--- src/hdl/ycd_pkg.sv ---
package ycd_pkg;

  // logit width and class limit
  localparam int LOGIT_BITS  = 16;
  localparam int MAX_CLASSES = 80;

  // magnitude width, at least wide enough for the 8.0 saturation point
  localparam int MAG_W  = (LOGIT_BITS + 1 > 12) ? LOGIT_BITS + 1 : 12;
  localparam int PROB_W = 16;

  // element index of the objectness logit and of the first class score
  localparam int OBJ_INDEX   = 4;
  localparam int CLASS_FIRST = 5;

  // sigmoid knots at k/2 for k = 0..16, Q0.16
  localparam logic [PROB_W-1:0] SIG_TABLE [17] = '{
    16'd32768, 16'd40793, 16'd47911, 16'd53581, 16'd57724, 16'd60565,
    16'd62428, 16'd63615, 16'd64357, 16'd64816, 16'd65097, 16'd65269,
    16'd65374, 16'd65438, 16'd65476, 16'd65500, 16'd65514
  };

  // register reset values
  localparam logic [15:0] THRESHOLD_RESET = 16'd32768;
  localparam logic [6:0]  STRIDE_RESET    = 7'd8;
  localparam logic [8:0]  ANCHOR_RESET [6] = '{
    9'd10, 9'd13, 9'd16, 9'd30, 9'd32, 9'd23
  };

  // configuration register map
  typedef enum logic [2:0] {
    REG_THRESHOLD = 3'd0,
    REG_STRIDE    = 3'd1,
    REG_ANCHOR_WA = 3'd2,
    REG_ANCHOR_HA = 3'd3,
    REG_ANCHOR_WB = 3'd4,
    REG_ANCHOR_HB = 3'd5,
    REG_ANCHOR_WC = 3'd6,
    REG_ANCHOR_HC = 3'd7
  } cfg_reg_t;

  // box dimension being decoded, sizes first so the corners can use them
  typedef enum logic [1:0] {
    DIM_W = 2'd0,
    DIM_H = 2'd1,
    DIM_X = 2'd2,
    DIM_Y = 2'd3
  } box_dim_t;

  typedef enum logic [3:0] {
    ST_RUN,
    ST_LAST,
    ST_CONF,
    ST_GATE,
    ST_SIG,
    ST_MUL1,
    ST_MUL2,
    ST_RND,
    ST_LOAD
  } state_t;

  typedef struct packed {
    logic signed [LOGIT_BITS-1:0] logit;
    logic [7:0]                   cell_column;
    logic [7:0]                   cell_row;
    logic [1:0]                   anchor_slot;
    logic                         end_of_cell;
  } item_t;

  typedef struct packed {
    logic signed [11:0] box_left;
    logic signed [11:0] box_top;
    logic [10:0]        box_width;
    logic [10:0]        box_height;
    logic [15:0]        confidence;
    logic [7:0]         class_index;
  } result_t;

  // controller to datapath
  typedef struct packed {
    logic     take;
    logic     conf_mul;
    logic     box_sig;
    logic     box_mul1;
    logic     box_mul2;
    logic     box_rnd;
    box_dim_t dim;
    logic     load_out;
    logic     clear;
  } cmd_t;

  // datapath to controller
  typedef struct packed {
    logic item_last;
    logic drop;
    logic out_free;
  } status_t;

endpackage

--- src/hdl/ycd_sigmoid.sv ---
module ycd_sigmoid import ycd_pkg::*; (
  input  logic signed [LOGIT_BITS-1:0] logit,
  output logic [PROB_W-1:0]            prob
);

  logic signed [MAG_W-1:0] ext;
  logic [MAG_W-1:0]        mag;
  logic                    sat;
  logic [3:0]              seg;
  logic [6:0]              frac;
  logic [PROB_W-1:0]       lo;
  logic [PROB_W-1:0]       hi;
  logic [PROB_W+6:0]       slope;
  logic [PROB_W-1:0]       pos_prob;

  // piecewise-linear sigmoid on |logit|, mirrored for negative input
  always_comb begin
    ext      = MAG_W'(logit);
    mag      = logit[LOGIT_BITS-1] ? MAG_W'(-ext) : MAG_W'(ext);
    sat      = (mag >= MAG_W'(2048));
    seg      = mag[10:7];
    frac     = mag[6:0];
    lo       = SIG_TABLE[5'(seg)];
    hi       = SIG_TABLE[5'(seg) + 5'd1];
    slope    = ((PROB_W+7)'(hi - lo) * (PROB_W+7)'(frac) + (PROB_W+7)'(64)) >> 7;
    pos_prob = sat ? {PROB_W{1'b1}} : PROB_W'(lo + PROB_W'(slope));
    prob     = logit[LOGIT_BITS-1] ? PROB_W'(17'd65536 - 17'(pos_prob)) : pos_prob;
  end

endmodule

--- src/hdl/ycd_ctrl.sv ---
module ycd_ctrl import ycd_pkg::*; (
  input  logic    clk,
  input  logic    rst,
  input  logic    item_valid,
  output logic    item_ready,
  input  status_t status,
  output cmd_t    cmd
);

  state_t   state;
  state_t   state_next;
  box_dim_t dim;
  box_dim_t dim_next;

  // state and dimension registers
  always_ff @(posedge clk) begin
    if (rst) begin
      state <= ST_RUN;
      dim   <= DIM_W;
    end else begin
      state <= state_next;
      dim   <= dim_next;
    end
  end

  // next state
  always_comb begin
    state_next = state;
    dim_next   = dim;
    case (state)
      ST_RUN: begin
        if (item_valid && status.item_last) state_next = ST_LAST;
      end
      ST_LAST: state_next = ST_CONF;
      ST_CONF: state_next = ST_GATE;
      ST_GATE: begin
        dim_next   = DIM_W;
        state_next = status.drop ? ST_RUN : ST_SIG;
      end
      ST_SIG:  state_next = ST_MUL1;
      ST_MUL1: state_next = ST_MUL2;
      ST_MUL2: state_next = ST_RND;
      ST_RND: begin
        dim_next   = box_dim_t'(dim + 2'd1);
        state_next = (dim == DIM_Y) ? ST_LOAD : ST_SIG;
      end
      ST_LOAD: begin
        if (status.out_free) state_next = ST_RUN;
      end
      default: state_next = ST_RUN;
    endcase
  end

  // outputs
  always_comb begin
    item_ready   = (state == ST_RUN);
    cmd.take     = item_valid && (state == ST_RUN);
    cmd.conf_mul = (state == ST_CONF);
    cmd.box_sig  = (state == ST_SIG);
    cmd.box_mul1 = (state == ST_MUL1);
    cmd.box_mul2 = (state == ST_MUL2);
    cmd.box_rnd  = (state == ST_RND);
    cmd.dim      = dim;
    cmd.load_out = (state == ST_LOAD) && status.out_free;
    cmd.clear    = ((state == ST_GATE) && status.drop) ||
                   ((state == ST_LOAD) && status.out_free);
  end

endmodule

--- src/hdl/ycd_dpath.sv ---
module ycd_dpath import ycd_pkg::*; (
  input  logic        clk,
  input  logic        rst,
  input  item_t       item,
  input  logic        cfg_write,
  input  logic [2:0]  cfg_index,
  input  logic [15:0] cfg_data,
  input  cmd_t        cmd,
  output status_t     status,
  output logic        result_valid,
  input  logic        result_ready,
  output result_t     result
);

  // configuration
  logic [15:0] thr;
  logic [6:0]  stride;
  logic [8:0]  anch [6];

  // held beat and cell state
  logic                         h_valid;
  logic signed [LOGIT_BITS-1:0] h_logit;
  logic [7:0]                   h_idx;
  logic [7:0]                   h_col;
  logic [7:0]                   h_row;
  logic [1:0]                   h_slot;
  logic [7:0]                   elem_count;
  logic signed [LOGIT_BITS-1:0] box_logits [4];
  logic [PROB_W-1:0]            objness;
  logic [PROB_W-1:0]            best_prob;
  logic [7:0]                   best_class;
  logic [15:0]                  conf;

  // box decode registers
  logic [PROB_W-1:0]  s_reg;
  logic signed [33:0] prod1;
  logic [42:0]        bw_q;
  logic [42:0]        bh_q;
  logic signed [49:0] val;
  logic signed [11:0] res_left;
  logic signed [11:0] res_top;
  logic [10:0]        res_width;
  logic [10:0]        res_height;

  // combinational
  logic signed [LOGIT_BITS-1:0] sig_in;
  logic [PROB_W-1:0]            sig_out;
  logic                         is_class;
  logic [7:0]                   pos;
  logic signed [25:0]           ctr_u;
  logic [1:0]                   slot_c;
  logic [2:0]                   aidx;
  logic [42:0]                  area_q;
  logic [48:0]                  mag;
  logic [17:0]                  rmag;
  logic signed [11:0]           rnd_s;
  logic [10:0]                  rnd_u;

  // shared sigmoid: held beat while streaming, box logits while decoding
  assign sig_in = cmd.box_sig ? box_logits[2'(cmd.dim) ^ 2'b10] : h_logit;

  ycd_sigmoid u_sigmoid (
    .logit (sig_in),
    .prob  (sig_out)
  );

  // status back to the controller
  always_comb begin
    status.item_last = item.end_of_cell;
    status.drop      = (h_idx < 8'(CLASS_FIRST)) || (objness < thr) || (conf < thr);
    status.out_free  = !result_valid || result_ready;
  end

  // configuration writes
  always_ff @(posedge clk) begin
    if (rst) begin
      thr    <= THRESHOLD_RESET;
      stride <= STRIDE_RESET;
      for (int i = 0; i < 6; i++) begin
        anch[i] <= ANCHOR_RESET[i];
      end
    end else if (cfg_write) begin
      case (cfg_reg_t'(cfg_index))
        REG_THRESHOLD: thr     <= cfg_data;
        REG_STRIDE:    stride  <= cfg_data[6:0];
        REG_ANCHOR_WA: anch[0] <= cfg_data[8:0];
        REG_ANCHOR_HA: anch[1] <= cfg_data[8:0];
        REG_ANCHOR_WB: anch[2] <= cfg_data[8:0];
        REG_ANCHOR_HB: anch[3] <= cfg_data[8:0];
        REG_ANCHOR_WC: anch[4] <= cfg_data[8:0];
        REG_ANCHOR_HC: anch[5] <= cfg_data[8:0];
        default: ;
      endcase
    end
  end

  // capture the input beat
  always_ff @(posedge clk) begin
    if (cmd.take) begin
      h_logit <= item.logit;
      h_idx   <= elem_count;
      h_col   <= item.cell_column;
      h_row   <= item.cell_row;
      h_slot  <= item.anchor_slot;
    end
  end

  assign is_class = (h_idx >= 8'(CLASS_FIRST)) &&
                    (9'(h_idx) < 9'(CLASS_FIRST + MAX_CLASSES));

  // cell state: position count, objectness, running best class
  always_ff @(posedge clk) begin
    if (rst) begin
      h_valid    <= 1'b0;
      elem_count <= '0;
      objness    <= '0;
      best_prob  <= '0;
      best_class <= '0;
    end else begin
      h_valid <= cmd.take;
      if (cmd.clear) begin
        elem_count <= '0;
        objness    <= '0;
        best_prob  <= '0;
        best_class <= '0;
      end else begin
        if (cmd.take && (elem_count != 8'hFF)) begin
          elem_count <= elem_count + 8'd1;
        end
        if (h_valid) begin
          if (h_idx == 8'(OBJ_INDEX)) begin
            objness <= sig_out;
          end else if (is_class && (sig_out > best_prob)) begin
            best_prob  <= sig_out;
            best_class <= h_idx - 8'(CLASS_FIRST);
          end
        end
      end
    end
  end

  // raw box logits
  always_ff @(posedge clk) begin
    if (h_valid && (h_idx < 8'(OBJ_INDEX))) begin
      box_logits[h_idx[1:0]] <= h_logit;
    end
  end

  // combined confidence, rounded
  always_ff @(posedge clk) begin
    if (cmd.conf_mul) begin
      conf <= 16'((32'(objness) * 32'(best_prob) + 32'd32768) >> 16);
    end
  end

  // operand selection for the box multiplies
  always_comb begin
    pos    = (cmd.dim == DIM_X) ? h_col : h_row;
    ctr_u  = $signed(26'({s_reg, 1'b0})) - 26'sd32768 + $signed(26'({pos, 16'h0000}));
    slot_c = (h_slot > 2'd2) ? 2'd2 : h_slot;
    aidx   = 3'({slot_c, 1'b0}) | 3'(cmd.dim == DIM_H);
    area_q = (43'(prod1[31:0]) * 43'(anch[aidx])) << 2;
  end

  // rounding half away from zero out of Q.32, then saturation
  always_comb begin
    mag  = val[49] ? 49'(-val) : 49'(val);
    rmag = 18'((50'(mag) + 50'h0_0000_8000_0000) >> 32);
    if (val[49]) begin
      rnd_s = (rmag >= 18'd2048) ? -12'sd2048 : -$signed(12'(rmag));
      rnd_u = '0;
    end else begin
      rnd_s = (rmag > 18'd2047) ? 12'sd2047 : $signed(12'(rmag));
      rnd_u = (rmag > 18'd2047) ? 11'h7FF : 11'(rmag);
    end
  end

  // box decode sequence, one step per cycle
  always_ff @(posedge clk) begin
    if (cmd.box_sig) begin
      s_reg <= sig_out;
    end
    if (cmd.box_mul1) begin
      if ((cmd.dim == DIM_W) || (cmd.dim == DIM_H)) begin
        prod1 <= $signed(34'(32'(s_reg) * 32'(s_reg)));
      end else begin
        prod1 <= 34'(ctr_u) * 34'($signed({1'b0, stride}));
      end
    end
    if (cmd.box_mul2) begin
      case (cmd.dim)
        DIM_W: begin
          bw_q <= area_q;
          val  <= $signed(50'(area_q));
        end
        DIM_H: begin
          bh_q <= area_q;
          val  <= $signed(50'(area_q));
        end
        DIM_X: val <= ($signed(50'(prod1)) <<< 16) - $signed(50'(bw_q >> 1));
        DIM_Y: val <= ($signed(50'(prod1)) <<< 16) - $signed(50'(bh_q >> 1));
        default: ;
      endcase
    end
    if (cmd.box_rnd) begin
      case (cmd.dim)
        DIM_W:   res_width  <= rnd_u;
        DIM_H:   res_height <= rnd_u;
        DIM_X:   res_left   <= rnd_s;
        DIM_Y:   res_top    <= rnd_s;
        default: ;
      endcase
    end
  end

  // output register
  always_ff @(posedge clk) begin
    if (rst) begin
      result_valid <= 1'b0;
    end else if (cmd.load_out) begin
      result_valid <= 1'b1;
    end else if (result_ready) begin
      result_valid <= 1'b0;
    end
  end

  always_ff @(posedge clk) begin
    if (cmd.load_out) begin
      result.box_left    <= res_left;
      result.box_top     <= res_top;
      result.box_width   <= res_width;
      result.box_height  <= res_height;
      result.confidence  <= conf;
      result.class_index <= best_class;
    end
  end

endmodule

--- src/hdl/yolo_cell_decode.sv ---
// Detection-head cell decoder. Logits stream in one beat per cycle (x, y, w, h,
// objectness, class scores); the beat with end_of_cell closes the cell. Each
// logit is registered and passed through a shared sigmoid table the next cycle,
// where it updates objectness or the running best class. Closing a cell holds
// off input for the finish: a dropped cell runs only the threshold checks, an
// emitted one the threshold checks, then sigmoid, multiply, multiply and round
// for each of w, h, x and y on one multiplier chain, then the load into the
// output register, which waits as long as an earlier box is still untaken.
// The output register lets the next cell stream in while a box waits to be
// taken. Configuration writes are always ready and must only be made while no
// cell is in progress.
module yolo_cell_decode import ycd_pkg::*; (
  input  logic        clk,
  input  logic        rst,
  input  logic        item_valid,
  output logic        item_ready,
  input  item_t       item,
  output logic        result_valid,
  input  logic        result_ready,
  output result_t     result,
  input  logic        cfg_valid,
  output logic        cfg_ready,
  input  logic [2:0]  cfg_index,
  input  logic [15:0] cfg_data
);

  cmd_t    cmd;
  status_t status;

  // register writes are always accepted
  assign cfg_ready = 1'b1;

  ycd_ctrl u_ctrl (
    .clk        (clk),
    .rst        (rst),
    .item_valid (item_valid),
    .item_ready (item_ready),
    .status     (status),
    .cmd        (cmd)
  );

  ycd_dpath u_dpath (
    .clk          (clk),
    .rst          (rst),
    .item         (item),
    .cfg_write    (cfg_valid && cfg_ready),
    .cfg_index    (cfg_index),
    .cfg_data     (cfg_data),
    .cmd          (cmd),
    .status       (status),
    .result_valid (result_valid),
    .result_ready (result_ready),
    .result       (result)
  );

endmodule

--- config.mk ---
export PLATFORM = sky130hd
export DESIGN_NAME = yolo_cell_decode
export DESIGN_NICKNAME = d
export VERILOG_FILES = /design/src/hdl/ycd_pkg.sv /design/src/hdl/ycd_sigmoid.sv /design/src/hdl/ycd_ctrl.sv /design/src/hdl/ycd_dpath.sv /design/src/hdl/yolo_cell_decode.sv
export SDC_FILE = /design/constraint.sdc
export NUM_CORES = 2
export LEC_CHECK = 0
export ABC_AREA = 1
export ABC_CLOCK_PERIOD_IN_PS = 33500
export BUFFER_PORTS_ARGS = -buffer_cell sky130_fd_sc_hd__buf_2
export CORE_ASPECT_RATIO = 0.5
export CORE_UTILIZATION = 45
export DETAILED_ROUTE_END_ITERATION = 16
export GPL_TIMING_DRIVEN = 0
export SYNTH_ARGS = -nofsm -noshare
export SYNTH_HDL_FRONTEND = slang
export SYNTH_HIERARCHICAL = 1
export SYNTH_SLANG_ARGS = --single-unit
--- constraint.sdc ---
create_clock -name clk -period 33.5 [get_ports clk]
set_clock_uncertainty 0.1 [all_clocks]
set_input_delay 3.35 -clock clk [delete_from_list [all_inputs] [get_ports clk]]
set_output_delay 3.35 -clock clk [all_outputs]
set_load 0.05 [all_outputs]
== After elaboration in Yosys (flattened, before gate mapping) ==
Memory sizes are Yosys's and may differ from the RTL's.
Index checks and enable logic that the tools add are counted.
W data, S select, Z words.

* ROM bits: 1024
* Logic and storage cells: 196
* Register bits after elaboration: 435
* Latch bits: 0
* Memory bits (writable): 118
* Memories kept: 4

{| class="wikitable"
|+ Memory list
! memory !! words !! bits a word !! rd ports !! clocked after Yosys merged registers in !! wr ports !! line !! RTL
|-
| (no name shown) || 32 || 16 || 1 || 0 || 0 || ycd_sigmoid.sv:24 || <nowiki>hi = SIG_TABLE[5'(seg) + 5'd1];</nowiki>
|-
| (no name shown) || 32 || 16 || 1 || 0 || 0 || ycd_sigmoid.sv:23 || <nowiki>lo = SIG_TABLE[5'(seg)];</nowiki>
|-
| u_dpath.box_logits || 4 || 16 || 1 || 0 || 1 || ycd_dpath.sv:28 || <nowiki>logic signed [LOGIT_BITS-1:0] box_logits [4];</nowiki>
|-
| u_dpath.anch || 6 || 9 || 1 || 0 || 6 || ycd_dpath.sv:18 || <nowiki>logic [8:0] anch [6];</nowiki>
|}

* Reductions and logical operators: 32
* $lt $le $gt $ge: 13
* Shift operators: 0
* Multiplexer cells: 60
* Bitwise logic cells: 11
* Multipliers: 5
* Divide/modulo/power cells: 0
* Add/subtract/negate cells: 17
* Equal/unequal tests: 22

{| class="wikitable"
|+ Operators by type and width
! cell !! count
|-
| $pmux W50 S3 || 1
|-
| $mux W16 || 7
|-
| $sub A50 B43 Y50 || 2
|-
| $mul A16 B16 Y32 || 2
|-
| $mux W9 || 6
|-
| $add A49 B32 Y50 const B || 1
|-
| $mux W49 || 1
|-
| $neg A49 Y49 || 1
|-
| $mul A32 B9 Y41 || 1
|-
| $mux W12 || 3
|-
| $pmux W4 S9 || 1
|-
| $mul A26 B8 Y34 || 1
|-
| $add A32 B16 Y32 const B || 1
|-
| $lt A16 B16 Y1 || 2
|-
| $mux W32 || 1
|-
| $mux W1 || 30
|-
| $add A18 B25 Y26 || 1
|-
| $add A23 B7 Y23 const B || 1
|-
| $mul A17 B8 Y23 || 1
|-
| $mux W11 || 2
|-
| $reduce_and A2 Y1 || 10
|-
| $ge A18 B12 Y1 const B || 1
|-
| $gt A18 B11 Y1 const B || 1
|-
| $sub A17 B16 Y18 const B || 1
|-
| 48 further kinds || 81
|}

== Logic depth before layout (Yosys ltp) ==
An unclocked memory read counts as a cell.

* Depth after elaboration: 20
* Depth in mapped cells: 83

== Modules after synthesis ==
The synthesis kept the hierarchy.

{| class="wikitable"
|+ Modules (own cells, without submodules)
! module !! cells an instance !! instances !! area an instance (um2)
|-
| ycd_dpath || 6501 || 1 || 55959.9
|-
| ycd_sigmoid || 1218 || 1 || 7578.5
|-
| ycd_ctrl || 58 || 1 || 367.9
|-
| yolo_cell_decode || 2 || 1 || 11.3
|}

== Least setup slack after synthesis ==
No wires, ideal clock.

* Path kind: register to register
* Start point: register u_ctrl.state[1]
* End point: register u_dpath.best_prob[0]
* Buffers on the path: 4
* Clock period less this slack: 12.691 ns
* Slack: 20.809 ns
* Stages on the path, launching flop included: 79
* Data arrival time: 12.521 ns
* Cell sequence: dfxtp_1 -> nor2_2 -> inv_1 -> nor2_1 -> clkbuf_1 -> a41oi_1 -> inv_2 -> clkbuf_1 -> ha_1 -> inv_1 -> nor2_2 -> nand4_1 -> or2_1 -> nand2_4 -> xor2_4 -> nand2_1 -> ha_1 -> clkbuf_1 -> [43 not listed] -> nand2_1 -> nor2_1 -> nand2_1 -> nand2_1 -> nand2_1 -> nand2_1 -> inv_1 -> ha_1 -> nand2_1 -> inv_1 -> nand4_1 -> nor2_1 -> a2111oi_0 -> nand2_1 -> inv_1 -> clkbuf_1 -> o21ai_0 -> a21oi_1

{| class="wikitable"
|+ RTL lines
! element !! line !! RTL
|-
| start: declaration || ycd_ctrl.sv:10 || <nowiki>state_t state;</nowiki>
|-
| start signal: assignment || ycd_ctrl.sv:21 || <nowiki>state <= state_next;</nowiki>
|-
| end signal: assignment || ycd_dpath.sv:134 || <nowiki>best_prob <= sig_out;</nowiki>
|-
| end: declaration || ycd_dpath.sv:30 || <nowiki>logic [PROB_W-1:0] best_prob;</nowiki>
|}

== Worst setup path in the final report ==
* Start point: register u_ctrl.dim[0]
* End point: register u_dpath.best_prob[0]

* Cells in the longest elaborated chain, start to end: 19

{| class="wikitable"
|+ RTL lines
! element !! line !! RTL
|-
| start: declaration || ycd_ctrl.sv:12 || <nowiki>box_dim_t dim;</nowiki>
|-
| start signal: assignment || ycd_ctrl.sv:22 || <nowiki>dim <= dim_next;</nowiki>
|-
| $mem_v2 Z4 W16 * || - ||
|-
| $mux W16 * || ycd_dpath.sv:60 || <nowiki>assign sig_in = cmd.box_sig ? box_logits[2'(cmd.dim) ^ 2'b10] : h_logit;</nowiki>
|-
| net u_dpath.sig_in[0] || ycd_dpath.sv:46 || <nowiki>logic signed [LOGIT_BITS-1:0] sig_in;</nowiki>
|-
| $neg A16 Y17 || ycd_sigmoid.sv:19 || <nowiki>mag = logit[LOGIT_BITS-1] ? MAG_W'(-ext) : MAG_W'(ext);</nowiki>
|-
| $mux W17 * || ycd_sigmoid.sv:19 ||
|-
| $add A4 B1 Y5 || ycd_sigmoid.sv:24 ||
|-
| $not A5 Y6 (implied by the code) || ycd_sigmoid.sv:24 ||
|-
| $mem_v2 Z32 W16 || - ||
|-
| [5 not listed] || - ||
|-
| $add A16 B16 Y16 || ycd_sigmoid.sv:26 || <nowiki>pos_prob = sat ? {PROB_W{1'b1}} : PROB_W'(lo + PROB_W'(slope));</nowiki>
|-
| $mux W16 * || ycd_sigmoid.sv:26 ||
|-
| $sub A1 B16 Y16 || ycd_sigmoid.sv:27 || <nowiki>prob = logit[LOGIT_BITS-1] ? PROB_W'(17'd65536 - 17'(pos_prob)) : pos_prob;</nowiki>
|-
| $mux W16 * || ycd_sigmoid.sv:27 ||
|-
| net u_dpath.sig_out[15] || ycd_dpath.sv:47 || <nowiki>logic [PROB_W-1:0] sig_out;</nowiki>
|-
| $gt A16 B16 Y1 * || ycd_dpath.sv:133 || <nowiki>end else if (is_class && (sig_out > best_prob)) begin</nowiki>
|-
| $logic_and A1 B1 Y1 * || ycd_dpath.sv:133 ||
|-
| $reduce_and A3 Y1 (no source line) * || - ||
|}

Mark *: on every way through the listed nets, which the timed path passes. The rest lies on a longest branch. The select of a mux whose other input is x is not followed.
A chain may end at the register's enable or synchronous reset.

==> out/results.txt <==
RSZ-0062 raised after global routing -> no
Max Slew Vio Count -> 0
Clock transition at path regs -> 0.06 ns
post-synthesis async set-or-reset flop share -> 0
worst hold-check path type -> register to register
GRT Total Usage -> 0.248
cell taking the most area after synthesis -> fa_1
Period minus WS final -> 16.01 ns
Slowest-stage cell, CP -> clkbuf_1
Reg with most FFs -> u_dpath/result
Achievable Freq -> 62.4 MHz
number of flip-flops in the largest register -> 70
share of cells above drive strength 1 -> 0.0478
die area -> 0.144 sq mm
actual slew at the worst max-slew pin -> 1.34 ns
largest net degree at the start of global routing -> 35
# setup viols final -> 0
initial antenna violation count -> 5
P&R area growth vs syn -> 7.95%
Cell Rows -> 97
DR WL/cell -> 17.6 um
detailed-route wire length -> 174 mm
I/O Pins -> 132
syn_nets -> 9,156
Post-synth EDFFs -> 473
die height -> 268 um
via count -> 50,296
initial cell density of the core -> 0.455
drt initial violations -> 3,742
largest cells by area after synthesis -> fa_1 (25%), edfxtp_1 (22%), inv_1 (11%)
Slew headroom -> 0.101
die width -> 535 um
Synth Flop Type -> edfxtp_1
status -> finished clean
Setup Crit Path Kind -> register to register
Worst Setup Start Kind -> register
maxcap violations -> 0
vias in the first global route -> 49,842
Critical Path RT -> 33.96 ns
CTS buffer count -> 55
setup_tns -> 0 ns
Clock Sink Count -> 552
1st-pass router iterations -> 6
Critical Path Max Stage Delay -> 0.64 ns
vias per cell -> 5.08
Nets -> 9,358
fin crit share -> 0.478
crit path max fanout -> 10
post-synth cell types -> 71
Seq/Total Area, Yosys -> 0.247
DRC viols -> 0
Root Buffer Master -> clkbuf_16
CTS tree -> yes
placed wire-length estimate -> 145 mm
cell mode on critical path -> nand2_1
synth warn -> 6
clock buffer depth -> 3
Clk Latency, worst-skew pair -> 0.65 ns
Cells after Synth -> 7,779
Placer Congestion -> 0.933
syn avg cell area -> 8.22 sq um
GR Overflow Total -> 0
first-pass GRT wire length -> 277 mm
Critical Path AT -> 16.47 ns
Post-CTS Hold Buffers -> 0
CTS HTree Levels -> 2
Final Hold Fails -> 0
Yosys top cell area share -> 0.246
Setup crit end kind -> register
post-CTS setup buffers -> 0
mapped cell area -> 0.0639 sq mm
#FFs+latches synth -> 552
Antenna Nets Post-Route -> 0
post-CTS resize count -> 0
number of I/O port buffers -> 129
core area -> 0.140 sq mm
[placed cells by master (no fill, tap or decap), drive strengths merged, types with 7 or more instances in the layout]
master  synthesis  layout
a211oi          8       8
a21o           20      20
a21oi         355     355
a22oi          21      21
a31oi          44      44
a41oi          11      11
buf            31     176
clkbuf        198     264
clkinv          5      28
dfxtp          79      79
edfxtp        473     473
fa            784     784
ha            534     534
inv          1822    1826
mux2i          26      26
nand2        1628    1628
nand3         165     165
nand3b          7       7
nand4          53      53
nor2          832     832
nor3           43      43
nor4           17      17
o211ai         25      25
o21a           16      16
o21ai         305     305
o21bai         15      15
o31ai          12      12
or2            34      34
xnor2          49      49
xor2          116     116
[cells by family (layout without fill, tap and decap cells)]
group / Yosys count / count (layout) / synth area share
and+or+nand+nor: 2789 / 2789 / 0.176
buffers and inverters: 2056 / 2303 / 0.122
adders and majority gates: 1318 / 1318 / 0.350
AOI/OAI and AO/OA: 870 / 870 / 0.0771
DFF: 552 / 552 / 0.247
xor gates and xnor gates: 165 / 165 / 0.0230
muxes: 28 / 28 / 0.00442
other: 1 / 2 / 0.0000587
[worst max-delay path, delay by kind of cell (launching register included)]
kind / cells / cell delay [ns]
buf+inv: 17 / 3.45
xor+xnor: 3 / 0.96
fa+ha+maj: 11 / 4.02
flops: 1 / 0.57
simple gates: 34 / 4.04
compound gates: 13 / 2.74
[Yosys cell counts, types with 16 or more instances]
cell type,instances
nor2_1,811
xnor2_1,49
a22oi_1,21
a31oi_1,44
nand3_1,157
inv_1,1807
nor4_1,17
o21ai_0,272
a21oi_1,353
dfxtp_1,79
o21ai_1,22
o21a_1,16
edfxtp_1,473
nor3_1,40
fa_1,784
nand4_1,53
or2_2,31
clkbuf_1,198
o211ai_1,25
nand2_1,1612
mux2i_1,26
a21o_1,19
xor2_1,114
ha_1,534
[area by class of cell]
class	count	area (sq um)
Fill cell	13639	71400
Tap cell	1881	2350
Buffer	229	935
Inverter	1827	6860
Timing Repair Buffer	145	898
Multi-Input combinational cell	5171	40400
Clock inverter	36	337
Sequential cell	552	15800
Antenna cell	1	2.50
Clock buffer	66	1440
[through the flow]
step                instance area, sq um   util  instances  hold slack [ns]  setup slack [ns]
floorplan                          63900      -       7779            0.300             20.81
global placement                   66900  0.477       9789            0.302             17.30
detailed placement                 67200  0.479       9804            0.305             17.59
CTS                                69000  0.491       9906            0.315             17.51
global route                       69000  0.491       9908            0.323             15.98
finish                             69000  0.491       9908            0.314             17.49
[per-layer routing]
metal | global-route usage | wire length [um]
met1 | 0.344 | 79200
met2 | 0.421 | 81300
met3 | 0.0268 | 10400
met4 | 0.0480 | 3370
met5 | 0 | 9
[final timing paths]
path	from	to	slack, ns	cells past startpoint
worst max-delay path	u_ctrl/dim[0]	u_dpath/best_prob[0]	17.49	78
worst min-delay path	u_dpath/res_width[6]	u_dpath/result[41]	0.31	0
worst max register to register	u_ctrl/dim[0]	u_dpath/best_prob[0]	17.49	78
worst min register to register	u_dpath/res_width[6]	u_dpath/result[41]	0.31	0
Power is not shown: default switching activity piles up to over one toggle a cycle in this logic, so the estimate is an artifact.
